===== src/rtl/pct_pkg.sv =====
// pct_pkg: shared types and codes for the peer connection table.
// No dependencies; used by the controller, the datapath and the top level.
`default_nettype none

package pct_pkg;

  typedef enum logic [1:0] {
    OP_DGRAM   = 2'd0,
    OP_RELEASE = 2'd1,
    OP_SWEEP   = 2'd2,
    OP_CLEAR   = 2'd3
  } op_e;

  localparam logic [2:0] ST_FOUND    = 3'd0;
  localparam logic [2:0] ST_OPENED   = 3'd1;
  localparam logic [2:0] ST_FULL     = 3'd2;
  localparam logic [2:0] ST_RELEASED = 3'd3;
  localparam logic [2:0] ST_SWEPT    = 3'd4;

  localparam logic [31:0] IDLE_LIMIT_RESET = 32'd30000;
  localparam logic [3:0]  COUNT_MAX        = 4'd15;

  // controller -> datapath
  typedef struct packed {
    logic capture;  // latch request and slot match masks
    logic commit;   // apply update and load result register
  } ctl_cmd_t;

endpackage

`default_nettype wire


===== src/rtl/pct_if.sv =====
// pct_req_if / pct_rsp_if: valid/ready channels for requests and results.
// Depends on nothing; instantiated by the user of peer_connection_table_top.
`default_nettype none

interface pct_req_if;
  logic        valid;
  logic        ready;
  logic [1:0]  operation;
  logic [31:0] src_addr;
  logic [15:0] src_port;
  logic [2:0]  slot_select;
  logic [31:0] now_ms;

  modport source (output valid, operation, src_addr, src_port, slot_select, now_ms,
                  input ready);
  modport sink   (input valid, operation, src_addr, src_port, slot_select, now_ms,
                  output ready);
endinterface

interface pct_rsp_if;
  logic       valid;
  logic       ready;
  logic [2:0] slot_index;
  logic [2:0] status;
  logic [3:0] freed_count;
  logic [3:0] active_count;

  modport source (output valid, slot_index, status, freed_count, active_count,
                  input ready);
  modport sink   (input valid, slot_index, status, freed_count, active_count,
                  output ready);
endinterface

`default_nettype wire


===== src/rtl/pct_ctrl.sv =====
// pct_ctrl: request sequencer and result valid for the connection table.
// Depends on pct_pkg; drives the command struct of pct_datapath.
`default_nettype none

module pct_ctrl (
  input  wire logic              clk_i,
  input  wire logic              rst_ni,
  input  wire logic              in_valid_i,
  output      logic              in_ready_o,
  output      logic              out_valid_o,
  input  wire logic              out_ready_i,
  output      pct_pkg::ctl_cmd_t cmd_o
);

  typedef enum logic {
    S_IDLE,
    S_COMMIT
  } state_e;

  state_e state_q;
  logic   out_valid_q;
  logic   out_free;

  assign out_free     = !out_valid_q || out_ready_i;
  assign in_ready_o   = (state_q == S_IDLE);
  assign out_valid_o  = out_valid_q;
  assign cmd_o.capture = in_valid_i && (state_q == S_IDLE);
  assign cmd_o.commit  = (state_q == S_COMMIT) && out_free;

  always_ff @(posedge clk_i or negedge rst_ni) begin
    if (!rst_ni) begin
      state_q     <= S_IDLE;
      out_valid_q <= 1'b0;
    end else begin
      case (state_q)
        S_IDLE: begin
          if (in_valid_i) state_q <= S_COMMIT;
          if (out_ready_i) out_valid_q <= 1'b0;
        end
        S_COMMIT: begin
          // wait here while the previous result is still unclaimed
          if (out_free) begin
            out_valid_q <= 1'b1;
            state_q     <= S_IDLE;
          end
        end
        default: state_q <= S_IDLE;
      endcase
    end
  end

endmodule

`default_nettype wire


===== src/rtl/pct_datapath.sv =====
// pct_datapath: slot registers, parallel match/idle compare and result register.
// Depends on pct_pkg; sequenced by pct_ctrl through pct_pkg::ctl_cmd_t.
`default_nettype none

module pct_datapath #(
  parameter int SLOTS = 8
) (
  input  wire logic              clk_i,
  input  wire logic              rst_ni,
  input  wire pct_pkg::ctl_cmd_t cmd_i,
  input  wire logic              cfg_we_i,
  input  wire logic [31:0]       cfg_wdata_i,
  input  wire logic [1:0]        operation_i,
  input  wire logic [31:0]       src_addr_i,
  input  wire logic [15:0]       src_port_i,
  input  wire logic [2:0]        slot_select_i,
  input  wire logic [31:0]       now_ms_i,
  output      logic [2:0]        slot_index_o,
  output      logic [2:0]        status_o,
  output      logic [3:0]        freed_count_o,
  output      logic [3:0]        active_count_o
);

  localparam int IW  = (SLOTS > 1) ? $clog2(SLOTS) : 1;
  localparam int SW  = (IW > 3) ? IW : 3;
  localparam int CW  = $clog2(SLOTS + 1);
  localparam int CWX = (CW > 4) ? CW : 4;

  // slot state
  logic [SLOTS-1:0] used_q, used_d;
  logic [CW-1:0]    active_q, active_d;
  logic [31:0]      slot_addr_q [SLOTS];
  logic [15:0]      slot_port_q [SLOTS];
  logic [31:0]      slot_seen_q [SLOTS];
  logic [31:0]      limit_q;

  // captured request and masks
  pct_pkg::op_e     op_q;
  logic [31:0]      addr_q;
  logic [15:0]      port_q;
  logic [2:0]       sel_q;
  logic [31:0]      now_q;
  logic [SLOTS-1:0] hit_q, expire_q;
  logic [SLOTS-1:0] hit_m, expire_m;

  // commit logic
  logic [SLOTS-1:0] free_m, rel_m, freed_m, open_m;
  logic [IW-1:0]    hit_idx, free_idx;
  logic             any_hit, any_free;
  logic [CW-1:0]    freed_cnt;
  logic [2:0]       status_d;
  logic [SW-1:0]    idx_d;
  logic [CWX-1:0]   freed_x, active_x;

  always_comb begin
    for (int i = 0; i < SLOTS; i++) begin
      hit_m[i]    = used_q[i] && (slot_addr_q[i] == src_addr_i)
                    && (slot_port_q[i] == src_port_i);
      expire_m[i] = used_q[i] && ((now_ms_i - slot_seen_q[i]) >= limit_q);
    end
  end

  always_comb begin
    hit_idx  = '0;
    free_idx = '0;
    free_m   = ~used_q;
    for (int i = SLOTS - 1; i >= 0; i--) begin
      if (hit_q[i])  hit_idx  = IW'(i);
      if (free_m[i]) free_idx = IW'(i);
      rel_m[i] = used_q[i] && (SW'(sel_q) == SW'(i));
    end
    any_hit  = |hit_q;
    any_free = |free_m;
  end

  always_comb begin
    freed_m  = '0;
    open_m   = '0;
    idx_d    = '0;
    status_d = pct_pkg::ST_SWEPT;
    case (op_q)
      pct_pkg::OP_DGRAM: begin
        if (any_hit) begin
          idx_d    = SW'(hit_idx);
          status_d = pct_pkg::ST_FOUND;
        end else if (any_free) begin
          idx_d            = SW'(free_idx);
          open_m[free_idx] = 1'b1;
          status_d         = pct_pkg::ST_OPENED;
        end else begin
          status_d = pct_pkg::ST_FULL;
        end
      end
      pct_pkg::OP_RELEASE: begin
        freed_m  = rel_m;
        status_d = pct_pkg::ST_RELEASED;
      end
      pct_pkg::OP_SWEEP: freed_m = expire_q;
      pct_pkg::OP_CLEAR: freed_m = used_q;
      default: freed_m = '0;
    endcase
  end

  always_comb begin
    freed_cnt = '0;
    for (int i = 0; i < SLOTS; i++) freed_cnt = freed_cnt + CW'(freed_m[i]);
    used_d   = (used_q & ~freed_m) | open_m;
    active_d = active_q - freed_cnt + CW'(|open_m);
    freed_x  = CWX'(freed_cnt);
    active_x = CWX'(active_d);
  end

  always_ff @(posedge clk_i or negedge rst_ni) begin
    if (!rst_ni) begin
      used_q   <= '0;
      active_q <= '0;
      limit_q  <= pct_pkg::IDLE_LIMIT_RESET;
    end else begin
      if (cfg_we_i) limit_q <= cfg_wdata_i;
      if (cmd_i.commit) begin
        used_q   <= used_d;
        active_q <= active_d;
      end
    end
  end

  always_ff @(posedge clk_i) begin
    if (cmd_i.capture) begin
      op_q     <= pct_pkg::op_e'(operation_i);
      addr_q   <= src_addr_i;
      port_q   <= src_port_i;
      sel_q    <= slot_select_i;
      now_q    <= now_ms_i;
      hit_q    <= hit_m;
      expire_q <= expire_m;
    end
    if (cmd_i.commit) begin
      if (op_q == pct_pkg::OP_DGRAM) begin
        if (any_hit) begin
          slot_seen_q[hit_idx] <= now_q;
        end else if (any_free) begin
          slot_addr_q[free_idx] <= addr_q;
          slot_port_q[free_idx] <= port_q;
          slot_seen_q[free_idx] <= now_q;
        end
      end
      slot_index_o   <= idx_d[2:0];
      status_o       <= status_d;
      freed_count_o  <= (freed_x > CWX'(pct_pkg::COUNT_MAX)) ? pct_pkg::COUNT_MAX
                                                               : freed_x[3:0];
      active_count_o <= (active_x > CWX'(pct_pkg::COUNT_MAX)) ? pct_pkg::COUNT_MAX
                                                                : active_x[3:0];
    end
  end

endmodule

`default_nettype wire


===== src/rtl/peer_connection_table_top.sv =====
// peer_connection_table_top: connection slot pool keyed by IPv4 address and port.
// Depends on pct_pkg, pct_if.sv, pct_ctrl and pct_datapath.
//
//   channel  dir  handshake       payload
//   req_i    in   valid/ready     operation, src_addr, src_port, slot_select, now_ms
//   rsp_o    out  valid/ready     slot_index, status, freed_count, active_count
//   cfg      in   cfg_we_i        cfg_wdata_i -> idle_limit_ms
//
// A request is accepted by an edge that latches it with the per-slot address/port
// match and idle compare; a commit edge then updates the slots and loads the result
// register, waiting while the previous result is unclaimed. A new request is
// taken once the commit is done. The result register waits for rsp_o.ready; a
// stalled result holds the commit of the following request. Reset frees all
// slots at once and loads the idle limit with 30000 ms.
`default_nettype none

module peer_connection_table_top #(
  parameter int SLOTS = 8
) (
  input  wire logic        clk_i,
  input  wire logic        rst_ni,
  input  wire logic        cfg_we_i,
  input  wire logic [31:0] cfg_wdata_i,
  pct_req_if.sink          req_i,
  pct_rsp_if.source        rsp_o
);

  pct_pkg::ctl_cmd_t cmd;

  pct_ctrl u_ctrl (
    .clk_i       (clk_i),
    .rst_ni      (rst_ni),
    .in_valid_i  (req_i.valid),
    .in_ready_o  (req_i.ready),
    .out_valid_o (rsp_o.valid),
    .out_ready_i (rsp_o.ready),
    .cmd_o       (cmd)
  );

  pct_datapath #(
    .SLOTS (SLOTS)
  ) u_datapath (
    .clk_i          (clk_i),
    .rst_ni         (rst_ni),
    .cmd_i          (cmd),
    .cfg_we_i       (cfg_we_i),
    .cfg_wdata_i    (cfg_wdata_i),
    .operation_i    (req_i.operation),
    .src_addr_i     (req_i.src_addr),
    .src_port_i     (req_i.src_port),
    .slot_select_i  (req_i.slot_select),
    .now_ms_i       (req_i.now_ms),
    .slot_index_o   (rsp_o.slot_index),
    .status_o       (rsp_o.status),
    .freed_count_o  (rsp_o.freed_count),
    .active_count_o (rsp_o.active_count)
  );

endmodule

`default_nettype wire


===== src/flat_wrapper.sv =====
// flat-port wrapper written by rule: the top's interface ports become plain ports
module peer_connection_table_top_flat 
#(
  parameter int SLOTS = 8
)
  (clk_i, rst_ni, cfg_we_i, cfg_wdata_i, req_i_valid, req_i_operation, req_i_src_addr, req_i_src_port, req_i_slot_select, req_i_now_ms, req_i_ready, rsp_o_valid, rsp_o_slot_index, rsp_o_status, rsp_o_freed_count, rsp_o_active_count, rsp_o_ready);
  pct_req_if req_i_i ();
  pct_rsp_if rsp_o_i ();
  input  wire logic clk_i;
  input  wire logic rst_ni;
  input  wire logic cfg_we_i;
  input  wire logic [31:0] cfg_wdata_i;
  input wire logic [$bits(req_i_i.valid)-1:0] req_i_valid;
  input wire logic [$bits(req_i_i.operation)-1:0] req_i_operation;
  input wire logic [$bits(req_i_i.src_addr)-1:0] req_i_src_addr;
  input wire logic [$bits(req_i_i.src_port)-1:0] req_i_src_port;
  input wire logic [$bits(req_i_i.slot_select)-1:0] req_i_slot_select;
  input wire logic [$bits(req_i_i.now_ms)-1:0] req_i_now_ms;
  output wire logic [$bits(req_i_i.ready)-1:0] req_i_ready;
  output wire logic [$bits(rsp_o_i.valid)-1:0] rsp_o_valid;
  output wire logic [$bits(rsp_o_i.slot_index)-1:0] rsp_o_slot_index;
  output wire logic [$bits(rsp_o_i.status)-1:0] rsp_o_status;
  output wire logic [$bits(rsp_o_i.freed_count)-1:0] rsp_o_freed_count;
  output wire logic [$bits(rsp_o_i.active_count)-1:0] rsp_o_active_count;
  input wire logic [$bits(rsp_o_i.ready)-1:0] rsp_o_ready;
  assign req_i_i.valid = req_i_valid;
  assign req_i_i.operation = req_i_operation;
  assign req_i_i.src_addr = req_i_src_addr;
  assign req_i_i.src_port = req_i_src_port;
  assign req_i_i.slot_select = req_i_slot_select;
  assign req_i_i.now_ms = req_i_now_ms;
  assign req_i_ready = req_i_i.ready;
  assign rsp_o_valid = rsp_o_i.valid;
  assign rsp_o_slot_index = rsp_o_i.slot_index;
  assign rsp_o_status = rsp_o_i.status;
  assign rsp_o_freed_count = rsp_o_i.freed_count;
  assign rsp_o_active_count = rsp_o_i.active_count;
  assign rsp_o_i.ready = rsp_o_ready;
  peer_connection_table_top #(.SLOTS(SLOTS)) u_core (.clk_i(clk_i), .rst_ni(rst_ni), .cfg_we_i(cfg_we_i), .cfg_wdata_i(cfg_wdata_i), .req_i(req_i_i), .rsp_o(rsp_o_i));
endmodule

===== config.mk =====
export PLATFORM = sky130hd
export DESIGN_NAME = peer_connection_table_top_flat
export DESIGN_NICKNAME = d
export VERILOG_FILES = /design/src/rtl/pct_pkg.sv /design/src/rtl/pct_if.sv /design/src/rtl/pct_ctrl.sv /design/src/rtl/pct_datapath.sv /design/src/rtl/peer_connection_table_top.sv /design/src/flat_wrapper.sv
export SDC_FILE = /design/constraint.sdc
export NUM_CORES = 2
export LEC_CHECK = 0
export CAP_MARGIN = 0
export CORE_MARGIN = 2
export CORE_UTILIZATION = 35
export CTS_BUF_LIST = sky130_fd_sc_hd__clkbuf_4
export DETAILED_ROUTE_END_ITERATION = 8
export DONT_BUFFER_PORTS = 1
export PLACE_DENSITY = 0.48
export SYNTH_ARGS = -nofsm -noshare
export SYNTH_HDL_FRONTEND = slang
export SYNTH_SLANG_ARGS = --single-unit

===== constraint.sdc =====
create_clock -name clk_i -period 16 [get_ports clk_i]
set_input_delay 3.2 -clock clk_i [delete_from_list [all_inputs] [get_ports clk_i]]
set_output_delay 3.2 -clock clk_i [all_outputs]
set_load 0.005 [all_outputs]

Word level (Yosys, flattened, before mapping)

Memory sizes are Yosys's and may differ from the RTL's.
Cells that the tools add are included.

Multipliers: 0
Shift operators: 0
Magnitude comparators: 12
Reduce and logical (&&, ||, !) cells: 44
Muxes and demuxes: 45
Bitwise operators: 5
Eq/ne operators: 28
Add/sub/neg operators: 17
Div/mod/pow operators: 0

Operators by type and width:

| cell                                                | number |
|---|---|
| == test 32 bit                                      | 8 |
| >= comparator 32 bit                                | 8 |
| subtractor 32 bit                                   | 8 |
| == test 16 bit                                      | 8 |
| two-way mux 3 bit                                   | 19 |
| logical AND 1 bit                                   | 35 |
| two-way mux 32 bit                                  | 1 |
| OR reduction 32 bit                                 | 1 |
| two-way mux 8 bit                                   | 3 |
| one-hot mux 8 bit (3 select lines)                  | 1 |
| OR reduction 8 bit                                  | 3 |
| adder 4 x 1 -> 4 bit                                | 5 |
| NOT 8 bit                                           | 2 |
| two-way mux 1 bit                                   | 15 |
| == test 3 bit (second input constant)               | 4 |
| AND 8 bit                                           | 1 |
| > comparator 4 bit (second input constant)          | 2 |
| OR 8 bit                                            | 1 |
| == test 3 x 2 -> 1 bit (second input constant)      | 2 |
| one-hot mux 3 bit (2 select lines)                  | 1 |
| adder 3 x 1 -> 4 bit                                | 1 |
| == test 2 bit (second input constant)               | 2 |
| < comparator 3 x 4 -> 1 bit (second input constant) | 1 |
| two-way mux 2 bit                                   | 2 |
| 15 further kinds                                    | 17 |

Flip-flop bits (word level): 161
Bits in latches: 0
Memory bits (writable): 640
Memory bits (read-only): 0
Output and inout port bits: 16
Memories kept: 3
Input bits: 122

Memory list:

| name                          | depth | bits a word | read ports | clocked after memory_dff | wr ports | line               | text |
|---|---|---|---|---|---|---|---|
| u_core.u_datapath.slot_addr_q | 8     | 32          | 8          | 0                        | 1        | pct_datapath.sv:32 | `logic [31:0] slot_addr_q [SLOTS];` |
| u_core.u_datapath.slot_seen_q | 8     | 32          | 8          | 0                        | 1        | pct_datapath.sv:34 | `logic [31:0] slot_seen_q [SLOTS];` |
| u_core.u_datapath.slot_port_q | 8     | 16          | 8          | 0                        | 1        | pct_datapath.sv:33 | `logic [15:0] slot_port_q [SLOTS];` |

Logic depth before layout (Yosys ltp)

Depth after elaboration: 19
Mapped depth: 27
Gate-level depth less buffers: 27

Cells and area by module

A second synthesis with hierarchy kept.

Cells, all modules: 4,221
Area, all modules: 48,370.1 µm²

Modules (own cells, without submodules):

| module       | area each (µm²) | times used | cells each | seq. area each (µm²) |
|---|---|---|---|---|
| pct_datapath | 48,276.3        | 1          | 4,213      | 23,781.6 |
| pct_ctrl     | 93.8            | 1          | 8          | 50.0 |

Worst setup path before layout

OpenSTA, ideal clock, no wires.

Path type: input to register
From: input req_i_valid
To: register u_core.u_datapath.addr_q[0], enable pin
Stages on the path: 1
Arrival time: 7,595 ps
Data required time: 15,426 ps
Path slack: 7,832 ps
Setup time: 574 ps
Path through: nor2b_1

Cells in the longest elaborated chain, start to end: 1

RTL lines:

| what                 | line                | text |
|---|---|---|
| start, declared      | flat_wrapper.sv:13  | `input wire logic [$bits(req_i_i.valid)-1:0] req_i_valid;` |
| logical AND 1 bit    | pct_ctrl.sv:27      | `assign cmd_o.capture = in_valid_i && (state_q == S_IDLE);` |
| end signal, assigned | pct_datapath.sv:130 | `addr_q <= src_addr_i;` |
| end, declared        | pct_datapath.sv:39  | `logic [31:0] addr_q;` |

No other way between the ends.
A chain may end at the register's enable or synchronous reset.

Worst setup path in the final report

From: input req_i_now_ms[0]
To: register u_core.u_datapath.expire_q[5] (data pin)

Cells in the longest elaborated chain, start to end: 3

RTL lines:

| what                              | line                | text |
|---|---|---|
| start, declared                   | flat_wrapper.sv:18  | `input wire logic [$bits(req_i_i.now_ms)-1:0] req_i_now_ms;` |
| subtractor 32 bit                 | pct_datapath.sv:59  | `expire_m[i] = used_q[i] && ((now_ms_i - slot_seen_q[i]) >= limit_q);` |
| >= comparator 32 bit              | pct_datapath.sv:59  |  |
| logical AND 1 bit                 | pct_datapath.sv:59  |  |
| net u_core.u_datapath.expire_m[5] | pct_datapath.sv:44  | `logic [SLOTS-1:0] hit_m, expire_m;` |
| end signal, assigned              | pct_datapath.sv:135 | `expire_q <= expire_m;` |
| end, declared                     | pct_datapath.sv:43  | `logic [SLOTS-1:0] hit_q, expire_q;` |

The timed path passes the listed nets, and every way through them passes these cells.

==> flow_metrics.tcl <==
set metrics [dict create \
    status "completed" \
    path_clk_slew_ps 70 \
    numPortBuffers 0 \
    clock_latency_ps 1250 \
    ant_nets 0 \
    final_util 0.388 \
    avgSynthCellArea_um2 11.3 \
    grt_max_degree 64 \
    cp.arrival_ps 7990 \
    finalWirelength_um 152000 \
    grt_pass1_vias 33836 \
    drive_gt1_frac 0.0946 \
    viasPerCell 5.26 \
    track_usage 0.215 \
    async_flop_share 0.0574 \
    tns_ps 0 \
    cts_inserted_buffers 222 \
    setup_viol 0 \
    post-route-min-period_ps 7070 \
    reg2reg_slack_ps 10450 \
    yosysTopAreaCellShare 0.471 \
    ios 138 \
    postCtsHoldBufs 0 \
    ys.flop_type "edfxtp_1" \
    die_area_um2 140000 \
    slew_headroom 0.209 \
    cts_tree "built" \
    antenna_found_initial 7 \
    cts_sinks 801 \
    finClkSkew_ps 95.5 \
    drtPass1Iterations 6 \
    drt-wirelength-per-cell_um 23.9 \
    synthTopCellsByCount "edfxtp_1, ha_1, inv_1" \
    holdPathStages 2 \
    cp-start-kind "input pin" \
    gp_congestion 0.868 \
    grt-ovfl-total 0 \
    cts_setup_buffers 0 \
    clock_tree.buffer_depth 3 \
    synth-seq-cells 801 \
    max_freq_mhz 142 \
    grt_pass1_wl_um 220000 \
    area_delta_synth_final_pct 10.5 \
    syn-cell-area_um2 48100 \
    worst_pin_slew_ps 1170 \
    synth_warnings 0 \
    detailedPlace.worstSlack_ps 7670 \
    cp-end-kind "flip-flop" \
    hp-class "reg -> reg" \
    dieWidth_um 375 \
    fin_crit_sh 0.442 \
    ir_drop_uv 102 \
    synth.most_common_cell "edfxtp_1" \
    whs_ps 490 \
    required_ps 16930 \
    ctsHtreeMaxLevel 4 \
    yosys-top-cells-area "edfxtp_1, ha_1, xor2_1" \
    slew_violations 0 \
    die_h_um 375 \
    num_vias 33546 \
    grt_setup_unrepaired "no" \
    max_cap_violations 0 \
    path_class "in -> reg" \
    yosysTopAreaCell "edfxtp_1" \
    synth_nets 4894 \
    seq_area_frac_synth 0.495 \
    synth_edf_count 755 \
    hold_viol_final 0 \
    drt_first_iter_violations 2272 \
    cts_resized 0 \
    power.density_nw_per_um2 104 \
    synthCells 4246 \
    p_leak_nw 21.5 \
    final_nets 5045 \
    setup_ws_ps 8930 \
    dpl.hpwl_um 109000 \
    ys_types 83 \
    placement_rows 136 \
    worst-r2r-cell-count 18 \
    drc 0 \
    start_util 0.351 \
    cts_root_buffer "clkbuf_4" \
    crit_fanout 8 \
    core_um2 137000 \
]
state kept, by name (all words and copies together) (netlist names), 4 cells and up:
signal / count
u_core.u_datapath.used_q: 8
u_core.u_datapath.slot_seen_q: 256
u_core.u_datapath.limit_q: 32
u_core.u_datapath.freed_count_o: 4
u_core.u_datapath.addr_q: 32
u_core.u_datapath.expire_q: 8
u_core.u_datapath.now_q: 32
u_core.u_datapath.port_q: 16
u_core.u_datapath.hit_q: 8
u_core.u_datapath.active_count_o: 4
u_core.u_datapath.slot_addr_q: 256
u_core.u_datapath.active_q: 4
u_core.u_datapath.slot_port_q: 128
report_power, final:
group	internal (mW)	switching (mW)	total, mW
combinational	0.386	0.581	0.967
clock	0.964	0.947	1.91
sequential	2.47	0.170	2.64
total	3.82	1.70	5.52
worst max-delay path, stage by stage:
cell and delay [ps]:
inv_1 320, ha_1 240, inv_1 50, fa_1 410, a211oi_1 360, nor4_1 100
nor2_1 180, a21boi_1 120, nor2_1 230, o311ai_1 180, o311a_1 340, nor2_1 330
o21ai_1 200, a31oi_1 240, xnor2_1 160, ha_1 270, a21o_1 160, a21oi_1 160
nor2b_1 60, o21ai_0 140, nand2b_1 70, a21oi_1 160, nor2b_1 60, o21ai_0 130
o21ai_1 90
final cells by class:
class                   count  area (um^2)
well taps                1794         2240
clock buffers             336         2520
diodes                     10         25.0
multi-input cells        2967        22600
inverters                 385         1450
repair buffers             20          150
fillers                 13487        83800
clock inverters            66          343
flip-flops and latches    801        23800
per-layer routing:
metal	part of all wire	wire, um	GRT usage
met5	0.00015	23	0
met4	0.032	4880	0.0804
met3	0.053	8060	0.0388
met2	0.48	73300	0.365
met1	0.43	66200	0.271
path summary, 6_finish.rpt:
kind                                          startpoint                             to
min in group asynchronous                         rst_ni    u_core.u_datapath.used_q[1]
hold / removal             u_core.u_datapath.active_q[0]  u_core.u_datapath.active_q[0]
max in group asynchronous                         rst_ni  u_core.u_datapath.limit_q[12]
hold reg to reg            u_core.u_datapath.active_q[0]  u_core.u_datapath.active_q[0]
setup / recovery                         req_i_now_ms[0]  u_core.u_datapath.expire_q[5]
setup reg to reg               u_core.u_datapath.op_q[1]  u_core.u_datapath.active_q[3]
cell usage in the layout (no fill, tap or decap), types with 19 or more instances in the layout:
master,instances
nand4_1,100
nand3_1,51
clkinv_1,41
dfrtp_1,39
ha_1,513
o21ai_1,56
a21oi_1,318
o21a_1,39
buf_4,20
nor2b_1,59
inv_1,383
a21o_1,208
nor4_1,69
nand2b_1,60
edfxtp_1,755
a211oi_1,19
xnor2_1,273
and3_1,23
nor2_1,141
nor3_1,36
o21ai_0,170
o21bai_1,42
a31oi_1,22
clkbuf_4,336
nand2_1,226
xor2_1,297
kinds of logic (layout without fill, tap and decap cells):
logic type / Yosys count / after routing / synth area share
fa+ha+maj: 526 / 526 / 0.139
mux: 2 / 2 / 0.000442
xor+xnor: 570 / 570 / 0.104
buf+inv: 478 / 807 / 0.0373
simple gates: 824 / 824 / 0.0860
other cells: 0 / 10 / 0
flops: 801 / 801 / 0.495
compound gates: 1045 / 1045 / 0.138
metrics by stage:
stage	power, mW	std cells	area [um^2]
finish	5.52	6379	53200
global route	5.83	6377	53100
CTS	5.60	6369	53100
global placement	3.65	5967	50300
detailed placement	3.66	5967	50300
floorplan	3.29	4246	48100
Note: power is estimated with default switching activity, not from simulation.
